==> src/rtl/swdisp_pkg.sv <==
package swdisp_pkg;

    localparam int DEBOUNCE_SAMPLES_DEFAULT = 8;

    localparam logic [7:0] TICKS_PER_COUNT_RESET = 8'd5;
    localparam logic [3:0] BCD_NINE = 4'd9;
    localparam logic [6:0] HUNDREDTHS_LAST = 7'd99;
    localparam logic [13:0] SECONDS_LAST = 14'd9999;
    localparam logic [2:0] SCAN_LAST = 3'd5;

    localparam logic [2:0] DIGIT_HUND_ONES = 3'd0;
    localparam logic [2:0] DIGIT_HUND_TENS = 3'd1;
    localparam logic [2:0] DIGIT_SEC_ONES = 3'd2;
    localparam logic [2:0] DIGIT_SEC_TENS = 3'd3;
    localparam logic [2:0] DIGIT_SEC_HUNDREDS = 3'd4;
    localparam logic [2:0] DIGIT_SEC_THOUSANDS = 3'd5;

    localparam logic [7:0] SEG_BLANK = 8'hFF;
    localparam logic [7:0] SEG_DP_MASK = 8'h7F;

    typedef logic [3:0] bcd_t;

    typedef struct packed {
        logic reset_fell;
        logic start_fell;
    } key_events_t;

    typedef struct packed {
        bcd_t [1:0] hund_bcd;
        bcd_t [3:0] sec_bcd;
        logic [6:0] hundredths;
        logic [13:0] seconds;
        logic running;
    } watch_state_t;

    typedef struct packed {
        logic [2:0] digit_index;
        logic [7:0] segment_pattern;
        logic [6:0] centiseconds;
        logic [13:0] whole_seconds;
        logic running_flag;
    } result_t;

    // active-low segments, decimal point off
    function automatic logic [7:0] seg_code(bcd_t d);
        logic [7:0] code;
        case (d)
            4'd0: code = 8'hC0;
            4'd1: code = 8'hF9;
            4'd2: code = 8'hA4;
            4'd3: code = 8'hB0;
            4'd4: code = 8'h99;
            4'd5: code = 8'h92;
            4'd6: code = 8'h82;
            4'd7: code = 8'hF8;
            4'd8: code = 8'h80;
            4'd9: code = 8'h90;
            default: code = SEG_BLANK;
        endcase
        return code;
    endfunction

endpackage

==> src/rtl/swdisp_if.sv <==
interface swdisp_key_if;
    logic valid;
    logic ready;
    logic reset_key_level;
    logic start_key_level;

    modport source (output valid, output reset_key_level, output start_key_level, input ready);
    modport sink (input valid, input reset_key_level, input start_key_level, output ready);
endinterface

interface swdisp_result_if;
    logic valid;
    logic ready;
    logic [2:0] digit_index;
    logic [7:0] segment_pattern;
    logic [6:0] centiseconds;
    logic [13:0] whole_seconds;
    logic running_flag;

    modport source (
        output valid, output digit_index, output segment_pattern, output centiseconds,
        output whole_seconds, output running_flag, input ready
    );
    modport sink (
        input valid, input digit_index, input segment_pattern, input centiseconds,
        input whole_seconds, input running_flag, output ready
    );
endinterface

interface swdisp_cfg_if;
    logic valid;
    logic ready;
    logic [7:0] ticks_per_count;

    modport source (output valid, output ticks_per_count, input ready);
    modport sink (input valid, input ticks_per_count, output ready);
endinterface

==> src/rtl/swdisp_debounce.sv <==
module swdisp_debounce #(
    parameter int SAMPLES = 8
) (
    input  logic clk,
    input  logic rst_n,
    input  logic advance,
    input  logic level,
    output logic fell
);
    logic [SAMPLES-1:0] hist_reg;
    logic [SAMPLES-1:0] hist_next;
    logic stable_reg;
    logic stable_next;

    always_comb
    begin
        hist_next = {hist_reg[SAMPLES-2:0], level};
        if (hist_next == '0)
        begin
            stable_next = 1'b0;
        end
        else if (&hist_next)
        begin
            stable_next = 1'b1;
        end
        else
        begin
            stable_next = stable_reg;
        end
    end

    // the previous stable level is the registered one
    assign fell = stable_reg & ~stable_next;

    always_ff @(posedge clk or negedge rst_n)
    begin
        if (!rst_n)
        begin
            hist_reg <= '1;
            stable_reg <= 1'b1;
        end
        else if (advance)
        begin
            hist_reg <= hist_next;
            stable_reg <= stable_next;
        end
    end
endmodule

==> src/rtl/swdisp_timer.sv <==
module swdisp_timer (
    input  logic clk,
    input  logic rst_n,
    input  logic advance,
    input  swdisp_pkg::key_events_t events,
    input  logic [7:0] ticks_per_count,
    output swdisp_pkg::watch_state_t state_next
);
    import swdisp_pkg::*;

    watch_state_t state_reg;
    logic [7:0] prescale_reg;
    logic [7:0] prescale_next;
    logic [7:0] prescale_inc;
    logic step;
    logic carry;
    watch_state_t base;

    always_comb
    begin
        carry = 1'b0;
        base = state_reg;
        if (events.reset_fell)
        begin
            base = '0;
        end
        if (events.start_fell)
        begin
            base.running = ~base.running;
        end

        // prescaler runs whether or not the watch counts
        prescale_inc = prescale_reg + 8'd1;
        if (prescale_inc >= ticks_per_count)
        begin
            prescale_next = '0;
            step = base.running;
        end
        else
        begin
            prescale_next = prescale_inc;
            step = 1'b0;
        end

        state_next = base;
        if (step)
        begin
            if (base.hundredths == HUNDREDTHS_LAST)
            begin
                state_next.hundredths = '0;
                state_next.hund_bcd = '0;
                if (base.seconds == SECONDS_LAST)
                begin
                    state_next.seconds = '0;
                end
                else
                begin
                    state_next.seconds = base.seconds + 14'd1;
                end
                // decimal carry chain over the seconds digits, nines wrap to zero
                carry = 1'b1;
                for (int i = 0; i < 4; i++)
                begin
                    if (carry)
                    begin
                        state_next.sec_bcd[i] = (base.sec_bcd[i] == BCD_NINE) ? 4'd0
                                                : base.sec_bcd[i] + 4'd1;
                    end
                    carry = carry & (base.sec_bcd[i] == BCD_NINE);
                end
            end
            else
            begin
                state_next.hundredths = base.hundredths + 7'd1;
                if (base.hund_bcd[0] == BCD_NINE)
                begin
                    state_next.hund_bcd[0] = 4'd0;
                    state_next.hund_bcd[1] = base.hund_bcd[1] + 4'd1;
                end
                else
                begin
                    state_next.hund_bcd[0] = base.hund_bcd[0] + 4'd1;
                end
            end
        end
    end

    always_ff @(posedge clk or negedge rst_n)
    begin
        if (!rst_n)
        begin
            state_reg <= '0;
            prescale_reg <= '0;
        end
        else if (advance)
        begin
            state_reg <= state_next;
            prescale_reg <= prescale_next;
        end
    end
endmodule

==> src/rtl/swdisp_display.sv <==
module swdisp_display (
    input  logic clk,
    input  logic rst_n,
    input  logic advance,
    input  swdisp_pkg::watch_state_t state,
    output logic [2:0] digit_index,
    output logic [7:0] segment_pattern
);
    import swdisp_pkg::*;

    logic [2:0] scan_reg;
    logic [2:0] scan_next;

    assign digit_index = scan_reg;
    assign scan_next = (scan_reg == SCAN_LAST) ? 3'd0 : scan_reg + 3'd1;

    // leading zeros blanked on the upper three seconds digits
    always_comb
    begin
        case (scan_reg)
            DIGIT_HUND_ONES: segment_pattern = seg_code(state.hund_bcd[0]);
            DIGIT_HUND_TENS: segment_pattern = seg_code(state.hund_bcd[1]);
            DIGIT_SEC_ONES: segment_pattern = seg_code(state.sec_bcd[0]) & SEG_DP_MASK;
            DIGIT_SEC_TENS:
                segment_pattern = (state.sec_bcd[3:1] != '0) ? seg_code(state.sec_bcd[1])
                                  : SEG_BLANK;
            DIGIT_SEC_HUNDREDS:
                segment_pattern = (state.sec_bcd[3:2] != '0) ? seg_code(state.sec_bcd[2])
                                  : SEG_BLANK;
            DIGIT_SEC_THOUSANDS:
                segment_pattern = (state.sec_bcd[3] != '0) ? seg_code(state.sec_bcd[3])
                                  : SEG_BLANK;
            default: segment_pattern = SEG_BLANK;
        endcase
    end

    always_ff @(posedge clk or negedge rst_n)
    begin
        if (!rst_n)
        begin
            scan_reg <= '0;
        end
        else if (advance)
        begin
            scan_reg <= scan_next;
        end
    end
endmodule

==> src/rtl/swdisp_outbuf.sv <==
module swdisp_outbuf (
    input  logic clk,
    input  logic rst_n,
    input  logic push,
    input  swdisp_pkg::result_t push_data,
    output logic has_room,
    output logic pop_valid,
    input  logic pop_ready,
    output swdisp_pkg::result_t pop_data
);
    import swdisp_pkg::*;

    result_t entry_reg [2];
    logic wr_ptr_reg;
    logic rd_ptr_reg;
    logic [1:0] count_reg;
    logic [1:0] count_next;
    logic pop;

    assign has_room = (count_reg != 2'd2);
    assign pop_valid = (count_reg != 2'd0);
    assign pop = pop_valid & pop_ready;
    assign pop_data = entry_reg[rd_ptr_reg];

    always_comb
    begin
        count_next = count_reg;
        if (push && !pop)
        begin
            count_next = count_reg + 2'd1;
        end
        else if (pop && !push)
        begin
            count_next = count_reg - 2'd1;
        end
    end

    always_ff @(posedge clk)
    begin
        if (push)
        begin
            entry_reg[wr_ptr_reg] <= push_data;
        end
    end

    always_ff @(posedge clk or negedge rst_n)
    begin
        if (!rst_n)
        begin
            wr_ptr_reg <= 1'b0;
            rd_ptr_reg <= 1'b0;
            count_reg <= '0;
        end
        else
        begin
            count_reg <= count_next;
            if (push)
            begin
                wr_ptr_reg <= ~wr_ptr_reg;
            end
            if (pop)
            begin
                rd_ptr_reg <= ~rd_ptr_reg;
            end
        end
    end
endmodule

==> src/rtl/stopwatch_with_debounce_and_display_top.sv <==
// Stopwatch with two debounced keys and a six-digit multiplexed display. Each transfer on
// keys is one scan tick and yields exactly one transfer on result, in the next cycle at the
// earliest: the digit driven this tick with its active-low segments, plus the current time
// and running flag. A tick can be taken every cycle; the only limit is a two-entry result
// buffer, so keys.ready drops only while two results wait unread. Time is kept both in
// binary and as decimal digits, so the display needs no division. ticks_per_count may be
// written through cfg at any time the block is idle; cfg.ready is always high.
module stopwatch_with_debounce_and_display_top #(
    parameter int DEBOUNCE_SAMPLES = swdisp_pkg::DEBOUNCE_SAMPLES_DEFAULT
) (
    input  logic clk,
    input  logic rst_n,
    swdisp_cfg_if.sink cfg,
    swdisp_key_if.sink keys,
    swdisp_result_if.source result
);
    import swdisp_pkg::*;

    logic [7:0] ticks_reg;
    logic accept;
    logic has_room;
    logic reset_key_fell;
    logic start_key_fell;
    key_events_t events;
    watch_state_t state_next;
    result_t res_in;
    result_t res_out;
    logic [2:0] digit_index;
    logic [7:0] segment_pattern;

    assign keys.ready = has_room;
    assign accept = keys.valid & has_room;
    assign cfg.ready = 1'b1;
    assign events = '{reset_fell: reset_key_fell, start_fell: start_key_fell};

    always_ff @(posedge clk or negedge rst_n)
    begin
        if (!rst_n)
        begin
            ticks_reg <= TICKS_PER_COUNT_RESET;
        end
        else if (cfg.valid)
        begin
            ticks_reg <= cfg.ticks_per_count;
        end
    end

    swdisp_debounce #(
        .SAMPLES(DEBOUNCE_SAMPLES)
    ) u_reset_key (
        .clk(clk),
        .rst_n(rst_n),
        .advance(accept),
        .level(keys.reset_key_level),
        .fell(reset_key_fell)
    );

    swdisp_debounce #(
        .SAMPLES(DEBOUNCE_SAMPLES)
    ) u_start_key (
        .clk(clk),
        .rst_n(rst_n),
        .advance(accept),
        .level(keys.start_key_level),
        .fell(start_key_fell)
    );

    swdisp_timer u_timer (
        .clk(clk),
        .rst_n(rst_n),
        .advance(accept),
        .events(events),
        .ticks_per_count(ticks_reg),
        .state_next(state_next)
    );

    swdisp_display u_display (
        .clk(clk),
        .rst_n(rst_n),
        .advance(accept),
        .state(state_next),
        .digit_index(digit_index),
        .segment_pattern(segment_pattern)
    );

    always_comb
    begin
        res_in.digit_index = digit_index;
        res_in.segment_pattern = segment_pattern;
        res_in.centiseconds = state_next.hundredths;
        res_in.whole_seconds = state_next.seconds;
        res_in.running_flag = state_next.running;
    end

    swdisp_outbuf u_outbuf (
        .clk(clk),
        .rst_n(rst_n),
        .push(accept),
        .push_data(res_in),
        .has_room(has_room),
        .pop_valid(result.valid),
        .pop_ready(result.ready),
        .pop_data(res_out)
    );

    assign result.digit_index = res_out.digit_index;
    assign result.segment_pattern = res_out.segment_pattern;
    assign result.centiseconds = res_out.centiseconds;
    assign result.whole_seconds = res_out.whole_seconds;
    assign result.running_flag = res_out.running_flag;
endmodule
==> src/flat_wrapper.sv <==
// flat-port wrapper written by rule: the top's interface ports become plain ports
module stopwatch_with_debounce_and_display_top_flat import swdisp_pkg::*;
#(
    parameter int DEBOUNCE_SAMPLES = swdisp_pkg::DEBOUNCE_SAMPLES_DEFAULT
)
  (clk, rst_n, cfg_valid, cfg_ticks_per_count, cfg_ready, keys_valid, keys_reset_key_level, keys_start_key_level, keys_ready, result_valid, result_digit_index, result_segment_pattern, result_centiseconds, result_whole_seconds, result_running_flag, result_ready);
  swdisp_cfg_if cfg_i ();
  swdisp_key_if keys_i ();
  swdisp_result_if result_i ();
  input  logic clk;
  input  logic rst_n;
  input wire logic [$bits(cfg_i.valid)-1:0] cfg_valid;
  input wire logic [$bits(cfg_i.ticks_per_count)-1:0] cfg_ticks_per_count;
  output wire logic [$bits(cfg_i.ready)-1:0] cfg_ready;
  input wire logic [$bits(keys_i.valid)-1:0] keys_valid;
  input wire logic [$bits(keys_i.reset_key_level)-1:0] keys_reset_key_level;
  input wire logic [$bits(keys_i.start_key_level)-1:0] keys_start_key_level;
  output wire logic [$bits(keys_i.ready)-1:0] keys_ready;
  output wire logic [$bits(result_i.valid)-1:0] result_valid;
  output wire logic [$bits(result_i.digit_index)-1:0] result_digit_index;
  output wire logic [$bits(result_i.segment_pattern)-1:0] result_segment_pattern;
  output wire logic [$bits(result_i.centiseconds)-1:0] result_centiseconds;
  output wire logic [$bits(result_i.whole_seconds)-1:0] result_whole_seconds;
  output wire logic [$bits(result_i.running_flag)-1:0] result_running_flag;
  input wire logic [$bits(result_i.ready)-1:0] result_ready;
  assign cfg_i.valid = cfg_valid;
  assign cfg_i.ticks_per_count = cfg_ticks_per_count;
  assign cfg_ready = cfg_i.ready;
  assign keys_i.valid = keys_valid;
  assign keys_i.reset_key_level = keys_reset_key_level;
  assign keys_i.start_key_level = keys_start_key_level;
  assign keys_ready = keys_i.ready;
  assign result_valid = result_i.valid;
  assign result_digit_index = result_i.digit_index;
  assign result_segment_pattern = result_i.segment_pattern;
  assign result_centiseconds = result_i.centiseconds;
  assign result_whole_seconds = result_i.whole_seconds;
  assign result_running_flag = result_i.running_flag;
  assign result_i.ready = result_ready;
  stopwatch_with_debounce_and_display_top #(.DEBOUNCE_SAMPLES(DEBOUNCE_SAMPLES)) u_core (.clk(clk), .rst_n(rst_n), .cfg(cfg_i), .keys(keys_i), .result(result_i));
endmodule
==> config.mk <==
export PLATFORM = sky130hd
export DESIGN_NAME = stopwatch_with_debounce_and_display_top_flat
export DESIGN_NICKNAME = d
export VERILOG_FILES = /design/src/rtl/swdisp_pkg.sv /design/src/rtl/swdisp_if.sv /design/src/rtl/swdisp_debounce.sv /design/src/rtl/swdisp_timer.sv /design/src/rtl/swdisp_display.sv /design/src/rtl/swdisp_outbuf.sv /design/src/rtl/stopwatch_with_debounce_and_display_top.sv /design/src/flat_wrapper.sv
export SDC_FILE = /design/constraint.sdc
export NUM_CORES = 1
export LEC_CHECK = 0
export BUFFER_PORTS_ARGS = -buffer_cell sky130_fd_sc_hd__buf_4
export CAP_MARGIN = 5
export CORE_AREA = 3 3 158 160
export DETAILED_ROUTE_END_ITERATION = 10
export DIE_AREA = 0 0 161 163
export HOLD_SLACK_MARGIN = 0.05
export PLACE_DENSITY = 0.68
export SLEW_MARGIN = 20
export SYNTH_ARGS = -nofsm -noshare
export SYNTH_HDL_FRONTEND = slang
export SYNTH_SLANG_ARGS = --single-unit
export TNS_END_PERCENT = 30
==> constraint.sdc <==
create_clock -name clk -period 5.5 [get_ports clk]
set_clock_uncertainty 0.15 [all_clocks]
set_input_delay 1.1 -clock clk [delete_from_list [all_inputs] [get_ports clk]]
set_output_delay 1.1 -clock clk [all_outputs]
set_load 0.02 [all_outputs]
==> flow_summary_export.csv, run 1 <==
group,metric,value,unit
drt,wl,23000,µm
final_layout,drive_above_1_share,18.3,%
drt,post_drt_via_cell_ratio,5.57,
timing,max_slew_margin,30.3,%
drt,drc_errors,0,
final_layout,final_nets,1110,
timing,max_freq,196,MHz
yosys,synthFlopType,"dfrtp_1",
critical_path,critPathTopFamily,"simple AND/OR/NAND/NOR gates",
placement,place_congestion,0.961,
yosys,async_reset_ff_share,56.3,%
critical_path,cp_slowest_cell,"or4_4",
timing,grt_setup_unrepaired,"no",
placement,dpl.hpwl,16200,µm
floorplanning,die_h,163,µm
power_and_ir_drop,p_leak,4.50,nW
drt,drt_iter0_drc,530,
critical_path,crit_arrival,5.10,ns
power_and_ir_drop,power,4.31,mW
min_path,whs_path_depth,2,
yosys,syn-mean-instance-area,9.37,µm²
clock_network,cts_tree,"done",
critical_path,crit_required,5.49,ns
timing,hold_viol,0,
critical_path,slowest_delay,0.67,ns
drt,wl_per_cell,16.7,µm
floorplanning,num_rows,56,
yosys,synth_area_leaders,"edfxtp_1 21%, dfrtp_1 18%, nand2_1 7.2%",
critical_path,path_common_cell,"ha_1",
critical_path,critical_path.max_fanout,22,
drt,drtAntennaViolNets,0,
yosys,ys_seq_area_share,43.6,%
placement,portBuffers,49,
yosys,ys_ff_latch,151,
global_routing,use_met3,3.43,%
global_routing,grt_first_pass_wirelength,38700,µm
global_routing,gr-total-overflow,0,
global_routing,use_met1,24.5,%
outcome,run_status,"completed",
final_layout,mostFrequentLayoutCell,"nand2_1",
final_layout,mostFrequentLayoutCells,"180 x nand2_1, 75 x o21ai_0, 73 x buf_4",
final_layout,antenna_cells,0,
drt,vias,7672,
yosys,yosys.area.top_type,"edfxtp_1",
critical_path,critPathBufInv,0,
critical_path,startpoint_type,"flop",
timing,min_period,5.11,ns
critical_path,crit_type,"flop to flop",
yosys,synth_warnings,0,
timing,tightest_slew,1.04,ns
clock_network,hold_buffers,0,
clock_network,cts_root_buffer,"clkbuf_16",
floorplanning,initial_core_util,40.2,%
clock_network,htreeDepth,4,
final_layout,area_growth_syn_to_layout,14.4,%
clock_network,clk_pin_slew_worst_paths,0.07,ns
timing,finalCritPeriodShare,92.8,%
critical_path,cp_cell_sequence,"ha_1, nand3_1, xnor2_1, ha_1, o2111ai_1, o221a_4, or4_4, or3_1, a21o_1, ha_1, nor2_1, a21oi_1, o21ai_0, o211ai_1, nor4bb_2, nand4_1",
floorplanning,io_pins,51,
clock_network,cts_buffers,17,
clock_network,worst_skew_pair.late_latency,0.43,ns
clock_network,cts.path.max_buffers,2,
critical_path,worstReg2RegStart,"u_core.u_timer.prescale_reg[0]",
yosys,syn_nets,1074,
global_routing,grt_pass1_vias,7460,
floorplanning,die_w,161,µm
timing,setup_viol,0,
power_and_ir_drop,vdd_drop_max,0.172,mV
yosys,synth_cell_types,81,
critical_path,rr_worst_depth,16,
yosys,synth_top_cell_area_share,20.9,%
clock_network,clock-sinks,151,
yosys,syn_area,9470,µm²
global_routing,grt_usage,18.1,%
critical_path,endpoint_kind,"flop",
yosys,synth_edf_count,66,
timing,final.setup.tns,0,ns
job,maxCapViolCount,0,
yosys,synth_cells,1010,
global_routing,grt_max_degree,90,
timing,slew_violations,0,
min_path,hold_class,"flop to flop",
final_layout,largest_reg_flops,66,
global_routing,busiest_layer,"met2",
global_routing,met2_usage,29.6,%
floorplanning,coreArea,23500,µm²
global_routing,antenna_found_initial,0,
critical_path,startpoint,"u_core.u_timer.prescale_reg[0]",
floorplanning,die-area,26200,µm²
final_layout,fillCellCount,2231,
critical_path,cp.depth,16,
drt,dr.pass1.iters,5,
power_and_ir_drop,p_per_area,398,nW/µm²
min_path,hold_start,"u_core.u_reset_key.hist_reg[6]",
through the flow:
step / std cells / setup slack, ns / area (µm²) / hold slack (ns) / util [%]
after floorplan: 1010 / 0.00653 / 9490 / 0.290 / -
after global placement: 1346 / 0.159 / 10200 / 0.305 / 43.3
after detailed placement: 1346 / 0.184 / 10200 / 0.310 / 43.3
after CTS: 1378 / 0.336 / 10800 / 0.322 / 45.9
after global routing: 1378 / 0.00291 / 10800 / 0.343 / 46.0
final: 1378 / 0.393 / 10800 / 0.319 / 46.0
cell families (layout without fill, tap and decap cells):
logic type,after synthesis,in the layout,share of synthesized area [%]
buffers and inverters,99,148,4.20
xor gates and xnor gates,28,28,2.59
DFF,151,151,43.6
muxes,56,56,6.50
other,1,1,0.0396
and+or+nand+nor,405,405,21.3
AOI/OAI and AO/OA,221,221,15.3
adders and majority gates,49,49,6.48
cells in the mapped netlist (5+ instances only):
cell type	n
o31ai_1	14
a31oi_1	12
nand3b_1	5
clkbuf_1	42
edfxtp_1	66
xor2_1	16
o21ai_1	5
and4_1	5
xnor2_1	12
nand4_1	26
buf_1	6
o211ai_1	8
nand2_1	181
a211oi_1	6
nor2b_1	5
or3_1	6
nor3_1	20
and3_1	12
dfrtp_1	67
ha_1	49
mux2i_1	12
and2_1	11
a221oi_1	5
nand2b_1	11
dfstp_2	18
nor2_1	48
a21oi_1	40
nor4_1	14
nand3_1	35
o21ai_0	75
inv_1	42
mux2_2	44
cell type report:
class | instances | area (µm²) | share of cell area [%]
clock buffers | 17 | 425 | 3.93
clock inverters | 15 | 194 | 1.79
inverters | 43 | 161 | 1.49
multi-input cells | 760 | 4970 | 45.9
flip-flops and latches | 151 | 4130 | 38.1
well taps | 319 | 399 | 3.68
repair buffers | 73 | 548 | 5.06
tightest hold or removal path, cell delays in order, from the launching register on:
cell and delay [ns]:
dfstp_2 0.38, nand2_1 0.05, nand2_1 0.05
final timing paths:
check	slack, ns	endpoint
setup / recovery	0.39	u_core.u_outbuf.entry_reg[0][24]
hold / removal	0.32	u_core.u_reset_key.hist_reg[6]
setup reg to reg	0.39	u_core.u_outbuf.entry_reg[0][24]
hold reg to reg	0.32	u_core.u_reset_key.hist_reg[6]
max in group asynchronous	3.64	u_core.u_timer.state_reg[12]
min in group asynchronous	0.53	u_core.u_timer.state_reg[33]
where the power goes:
part / switching (mW) / leakage [nW] / total (mW) / internal (mW)
clock: 0.543 / 0.299 / 1.20 / 0.657
combinational: 0.871 / 2.48 / 1.42 / 0.552
sequential: 0.161 / 1.72 / 1.68 / 1.52
total: 1.58 / 4.50 / 4.31 / 2.73
what timing repair did:
action,4_1_cts,5_1_grt
setup endpoints to repair,0,2
buffers inserted,0,0
gates resized for setup,0,2
routing by layer:
| layer | up-vias | share of wire (%) | wire (µm) |
|---|---|---|---|
| met5 | - | 0 | 0 |
| met4 | 0 | 1.8 | 418 |
| met3 | 35 | 5.4 | 1240 |
| met2 | 211 | 47 | 10700 |
| met1 | 3661 | 46 | 10600 |
| li1 | 3765 | - | - |
Power figures use the tool's default switching activity.
==> inputs of run 2 (changes only) <==
--- a/config.mk
+++ b/config.mk
@@ -5,12 +5,13 @@
 export SDC_FILE = /design/constraint.sdc
 export NUM_CORES = 1
 export LEC_CHECK = 0
+export ABC_CLOCK_PERIOD_IN_PS = 5500
 export BUFFER_PORTS_ARGS = -buffer_cell sky130_fd_sc_hd__buf_4
 export CAP_MARGIN = 5
-export CORE_AREA = 3 3 158 160
+export CORE_AREA = 5 5 160 162
 export DETAILED_ROUTE_END_ITERATION = 10
-export DIE_AREA = 0 0 161 163
-export HOLD_SLACK_MARGIN = 0.05
+export DIE_AREA = 0 0 165 167
+export HOLD_SLACK_MARGIN = 0.02
 export PLACE_DENSITY = 0.68
 export SLEW_MARGIN = 20
 export SYNTH_ARGS = -nofsm -noshare
==> flow_summary_export.csv, run 2 (synthesized netlist as in run 1, its figures left out) <==
group,metric,value,unit
timing,max_slew_margin,34.4,%
final_layout,fillCellCount,2285,
min_path,hold_class,"flop to flop",
floorplanning,num_rows,57,
clock_network,cts_buffers,17,
drt,drtAntennaViolNets,0,
clock_network,clk_pin_slew_worst_paths,0.07,ns
global_routing,grt_pass1_vias,7421,
drt,vias,7737,
clock_network,cts_resized,0,
final_layout,area_growth_syn_to_layout,14.8,%
timing,slew_violations,0,
placement,portBuffers,49,
power_and_ir_drop,vdd_drop_max,0.170,mV
drt,post_drt_via_cell_ratio,5.57,
floorplanning,coreArea,24000,µm²
critical_path,crit_type,"flop to flop",
final_layout,antenna_cells,0,
final_layout,final_nets,1116,
drt,wl_per_cell,17.0,µm
placement,place_congestion,0.970,
outcome,run_status,"completed",
critical_path,crit_arrival,5.16,ns
clock_network,post_cts_buffers,0,
critical_path,crit_required,5.62,ns
timing,hold_viol,0,
clock_network,clock-sinks,151,
critical_path,path_common_cell,"ha_1",
drt,wl,23600,µm
power_and_ir_drop,p_leak,4.52,nW
drt,drt_iter0_drc,627,
global_routing,grt_usage,17.5,%
critical_path,critPathTopFamily,"compound AO/OA/AOI/OAI gates",
timing,tightest_slew,0.982,ns
critical_path,slowest_delay,0.55,ns
timing,min_period,5.04,ns
critical_path,critical_path.max_fanout,16,
final_layout,largest_reg_flops,66,
timing,finalCritPeriodShare,91.6,%
critical_path,startpoint_type,"flop",
global_routing,antenna_found_initial,0,
floorplanning,die_w,165,µm
critical_path,cp_slowest_cell,"nor4_1",
job,maxCapViolCount,0,
floorplanning,die-area,27600,µm²
final_layout,mostFrequentLayoutCells,"180 x nand2_1, 79 x buf_4, 75 x o21ai_0",
clock_network,hold_buffers,0,
critical_path,cp_cell_sequence,"ha_1, nand3_1, xnor2_1, ha_1, o2111ai_1, o221a_2, buf_4, nor4_1, nand2_1, a31oi_2, ha_1, o311ai_0, o21ai_0, o21ai_0, nand4_1",
clock_network,cts.path.max_buffers,2,
floorplanning,io_pins,51,
clock_network,cts_tree,"done",
drt,dr.pass1.iters,6,
global_routing,gr-total-overflow,0,
placement,dpl.hpwl,16700,µm
global_routing,grt_max_degree,91,
critical_path,critPathBufInv,1,
drt,drc_errors,0,
power_and_ir_drop,p_per_area,397,nW/µm²
clock_network,worst_skew_pair.late_latency,0.43,ns
final_layout,fin_util,45.4,%
final_layout,regArea,4130,µm²
clock_network,cts_root_buffer,"clkbuf_16",
critical_path,endpoint_kind,"flop",
timing,max_freq,199,MHz
final_layout,mostFrequentLayoutCell,"nand2_1",
timing,grt_setup_unrepaired,"no",
clock_network,htreeDepth,4,
timing,setup_viol,0,
final_layout,multi_input_area,4960,µm²
floorplanning,die_h,167,µm
final_layout,drive_above_1_share,18.7,%
global_routing,grt_first_pass_wirelength,38900,µm
timing,final.setup.tns,0,ns
floorplanning,initial_core_util,39.5,%
## run 2: final cells by class
class                           instances  share of cell area, %
Sequential cell                       151                   38.0
Tap cell                              324                   3.73
Multi-Input combinational cell        760                   45.6
Clock inverter                         15                   1.81
Inverter                               43                   1.48
Clock buffer                           17                   3.91
Timing Repair Buffer                   79                   5.46
## run 2: worst reg2reg max path: stages (launching register included)
cell       delay [ns]
dfrtp_1          0.44
ha_1             0.26
nand3_1          0.15
xnor2_1          0.19
ha_1             0.31
o2111ai_1        0.15
o221a_2          0.39
buf_4            0.22
nor4_1           0.55
nand2_1          0.13
a31oi_2          0.38
ha_1             0.40
o311ai_0         0.22
o21ai_0          0.49
o21ai_0          0.23
nand4_1          0.21
## run 2: path summary, 6_finish.rpt
check	startpoint	depth (start not counted)	slack, ns	endpoint
max	u_core.u_timer.prescale_reg[0]	15	0.46	u_core.u_outbuf.entry_reg[0][27]
min	u_core.u_reset_key.hist_reg[6]	2	0.32	u_core.u_reset_key.hist_reg[6]
max reg2reg	u_core.u_timer.prescale_reg[0]	15	0.46	u_core.u_outbuf.entry_reg[0][27]
min reg2reg	u_core.u_reset_key.hist_reg[6]	2	0.32	u_core.u_reset_key.hist_reg[6]
max in group asynchronous	rst_n	2	3.65	u_core.u_outbuf.count_reg[0]
min in group asynchronous	rst_n	1	0.50	u_core.u_timer.state_reg[36]
## run 2: report_power, final
group / switching, mW / internal (mW) / leakage (nW)
Combinational: 0.872 / 0.553 / 2.51
Sequential: 0.161 / 1.52 / 1.72
Clock: 0.584 / 0.626 / 0.302
Total: 1.62 / 2.70 / 4.52
## run 2: stage by stage
| step | cells | cell area (µm²) | hold slack [ns] | power [mW] | setup WS, ns |
|---|---|---|---|---|---|
| 5_1_grt | 1389 | 10900 | 0.340 | 4.54 | 0.169 |
| 6_report | 1389 | 10900 | 0.320 | 4.32 | 0.463 |
| 3_3_place_gp | 1357 | 10200 | 0.305 | 3.10 | 0.374 |
| 3_5_place_dp | 1357 | 10200 | 0.310 | 3.14 | 0.243 |
| 4_1_cts | 1389 | 10900 | 0.323 | 4.36 | 0.578 |
| 2_1_floorplan | 1010 | 9490 | 0.290 | 2.62 | 0.00653 |
## run 2: per-layer routing
layer	GRT usage, %	vias to the layer above	routed length [µm]
li1	-	3773	-
met1	24.1	3706	10900
met2	27.7	225	11100
met3	3.11	33	1180
met4	5.64	0	444
met5	0	-	0
==> inputs of run 3 (changes only) <==
--- a/config.mk
+++ b/config.mk
@@ -6,13 +6,14 @@
 export NUM_CORES = 1
 export LEC_CHECK = 0
 export ABC_CLOCK_PERIOD_IN_PS = 5500
-export BUFFER_PORTS_ARGS = -buffer_cell sky130_fd_sc_hd__buf_4
 export CAP_MARGIN = 5
-export CORE_AREA = 5 5 160 162
+export CORE_AREA = 5 5 144 180
 export DETAILED_ROUTE_END_ITERATION = 10
-export DIE_AREA = 0 0 165 167
+export DIE_AREA = 0 0 149 185
+export DONT_BUFFER_PORTS = 1
+export GPL_ROUTABILITY_DRIVEN = 1
 export HOLD_SLACK_MARGIN = 0.02
-export PLACE_DENSITY = 0.68
+export PLACE_DENSITY = 0.66
 export SLEW_MARGIN = 20
 export SYNTH_ARGS = -nofsm -noshare
 export SYNTH_HDL_FRONTEND = slang
==> flow_summary_export.csv, run 3 (synthesized netlist as in run 1, its figures left out) <==
group,metric,value,unit
timing,max_slew_margin,29.0,%
global_routing,grt_usage,17.4,%
clock_network,cts_resized,0,
drt,post_drt_via_cell_ratio,5.69,
timing,tightest_slew,1.06,ns
critical_path,endpoint_kind,"flop",
clock_network,cts_buffers,17,
drt,wl,23200,µm
global_routing,grt_max_degree,91,
global_routing,antenna_found_initial,0,
drt,drt_iter0_drc,635,
floorplanning,io_pins,51,
timing,finalCritPeriodShare,90.8,%
final_layout,mostFrequentLayoutCell,"nand2_1",
placement,portBuffers,0,
final_layout,final_nets,1063,
drt,wl_per_cell,17.3,µm
clock_network,cts.path.max_buffers,2,
placement,dpl.hpwl,16500,µm
min_path,hold_class,"primary input to async pin",
drt,vias,7630,
clock_network,clock-sinks,151,
power_and_ir_drop,combPwrFrac,30.2,%
critical_path,crit_required,5.48,ns
timing,final.setup.tns,0,ns
clock_network,post_cts_buffers,0,
power_and_ir_drop,switching_share,36.0,%
global_routing,grt_pass1_vias,7439,
global_routing,grt_first_pass_wirelength,38500,µm
outcome,run_status,"completed",
final_layout,mostFrequentLayoutCells,"180 x nand2_1, 75 x o21ai_0, 67 x dfrtp_1",
timing,slew_violations,0,
power_and_ir_drop,power,4.03,mW
critical_path,startpoint_type,"flop",
timing,setup_viol,0,
timing,min_period,5.00,ns
floorplanning,coreArea,24200,µm²
power_and_ir_drop,p_leak,4.24,nW
power_and_ir_drop,p_per_area,387,nW/µm²
power_and_ir_drop,clockPowerShare,28.0,%
timing,hold_viol,0,
timing,grt_setup_unrepaired,"no",
floorplanning,initial_core_util,39.1,%
critical_path,crit_type,"flop to flop",
floorplanning,die-area,27600,µm²
final_layout,largest_reg_flops,66,
power_and_ir_drop,p_switching,1.45,mW
clock_network,worst_skew_pair.late_latency,0.44,ns
clock_network,hold_buffers,0,
clock_network,clk_pin_slew_worst_paths,0.06,ns
floorplanning,die_h,185,µm
floorplanning,die_w,149,µm
critical_path,critical_path.max_fanout,22,
final_layout,drive_above_1_share,13.9,%
clock_network,cts_root_buffer,"clkbuf_16",
final_layout,area_growth_syn_to_layout,10.1,%
clock_network,htreeDepth,4,
drt,drtAntennaViolNets,0,
global_routing,gr-total-overflow,0,
critical_path,rr_worst_depth,16,
drt,dr.pass1.iters,5,
power_and_ir_drop,internal-power,2.58,mW
floorplanning,num_rows,64,
job,maxCapViolCount,0,
final_layout,fillCellCount,2352,
clock_network,cts_tree,"done",
timing,max_freq,200,MHz
placement,place_congestion,0.872,
drt,drc_errors,0,
power_and_ir_drop,seq_power_share,41.8,%
final_layout,antenna_cells,0,
critical_path,crit_arrival,4.98,ns
power_and_ir_drop,vdd_drop_max,0.182,mV
[run 3: cell count changes in the layout (fill, tap and decap cells not counted), moves of 2 or more]
cell        previous run  this run
inv_12                 2         0
buf_4                 79        26
inv_8                  5         0
clkinv_8               5         0
clkinvlp_4             0         3
clkbuf_1               0         4
bufinv_16              0         2
[run 3: path summary, 6_finish.rpt]
check | startpoint | to | slack [ns]
setup / recovery | u_core.u_timer.prescale_reg[0] | u_core.u_outbuf.entry_reg[1][24] | 0.50
hold / removal | rst_n | u_core.u_timer.state_reg[19] | 0.21
setup reg to reg | u_core.u_timer.prescale_reg[0] | u_core.u_outbuf.entry_reg[1][24] | 0.50
hold reg to reg | u_core.u_reset_key.hist_reg[3] | u_core.u_reset_key.hist_reg[4] | 0.32
max in group asynchronous | rst_n | u_core.ticks_reg[0] | 4.79
min in group clk | u_core.u_reset_key.hist_reg[3] | u_core.u_reset_key.hist_reg[4] | 0.32
[run 3: routing by layer]
layer,vias to the layer above,global-route usage [%],routed length [µm]
li1,3669,-,-
met2,219,30.8,11900
met1,3691,20.6,9550
met3,51,2.99,1070
met4,0,7.77,724
met5,-,0,0
[run 3: final cells by class]
cell class                      count  area, µm²  share of cell area (%)
Timing Repair Buffer               26        195                    1.87
Tap cell                          330        413                    3.96
Sequential cell                   151       4130                    39.6
Clock inverter                     11        126                    1.21
Clock buffer                       21        440                    4.22
Multi-Input combinational cell    760       4960                    47.6
Inverter                           43        161                    1.55
[run 3: worst max-delay path, cell delays in order, from the launching register on]
cell and delay [ns]:
dfrtp_1 0.44, ha_1 0.26, nand3_1 0.13, xnor2_1 0.17, ha_1 0.31, o2111ai_1 0.15, o221a_2 0.49, or4_4 0.68
or3_1 0.34, a21o_1 0.24, ha_1 0.32, nor2_1 0.12, a21oi_1 0.07, o21ai_0 0.16, o211ai_1 0.12, nor4bb_1 0.32
nand4_1 0.21
[run 3: metrics by stage]
step	util, %	cells	hold WS, ns	area [µm²]	setup WS (ns)
global placement	40.8	1310	0.308	9860	0.493
global route	43.1	1342	0.182	10400	0.0902
CTS	43.1	1342	0.189	10400	0.490
detailed placement	40.8	1310	0.315	9860	0.405
finish	43.1	1342	0.212	10400	0.505
floorplan	-	1010	0.290	9490	0.00653
[run 3: power groups by stage]
stage	Clock, mW	Sequential, mW	Combinational, mW
finish	1.13	1.69	1.22
global route	1.21	1.72	1.33
CTS	1.16	1.69	1.24
detailed placement	0	1.70	1.23
global placement	0	1.69	1.20
floorplan	0	1.65	0.964
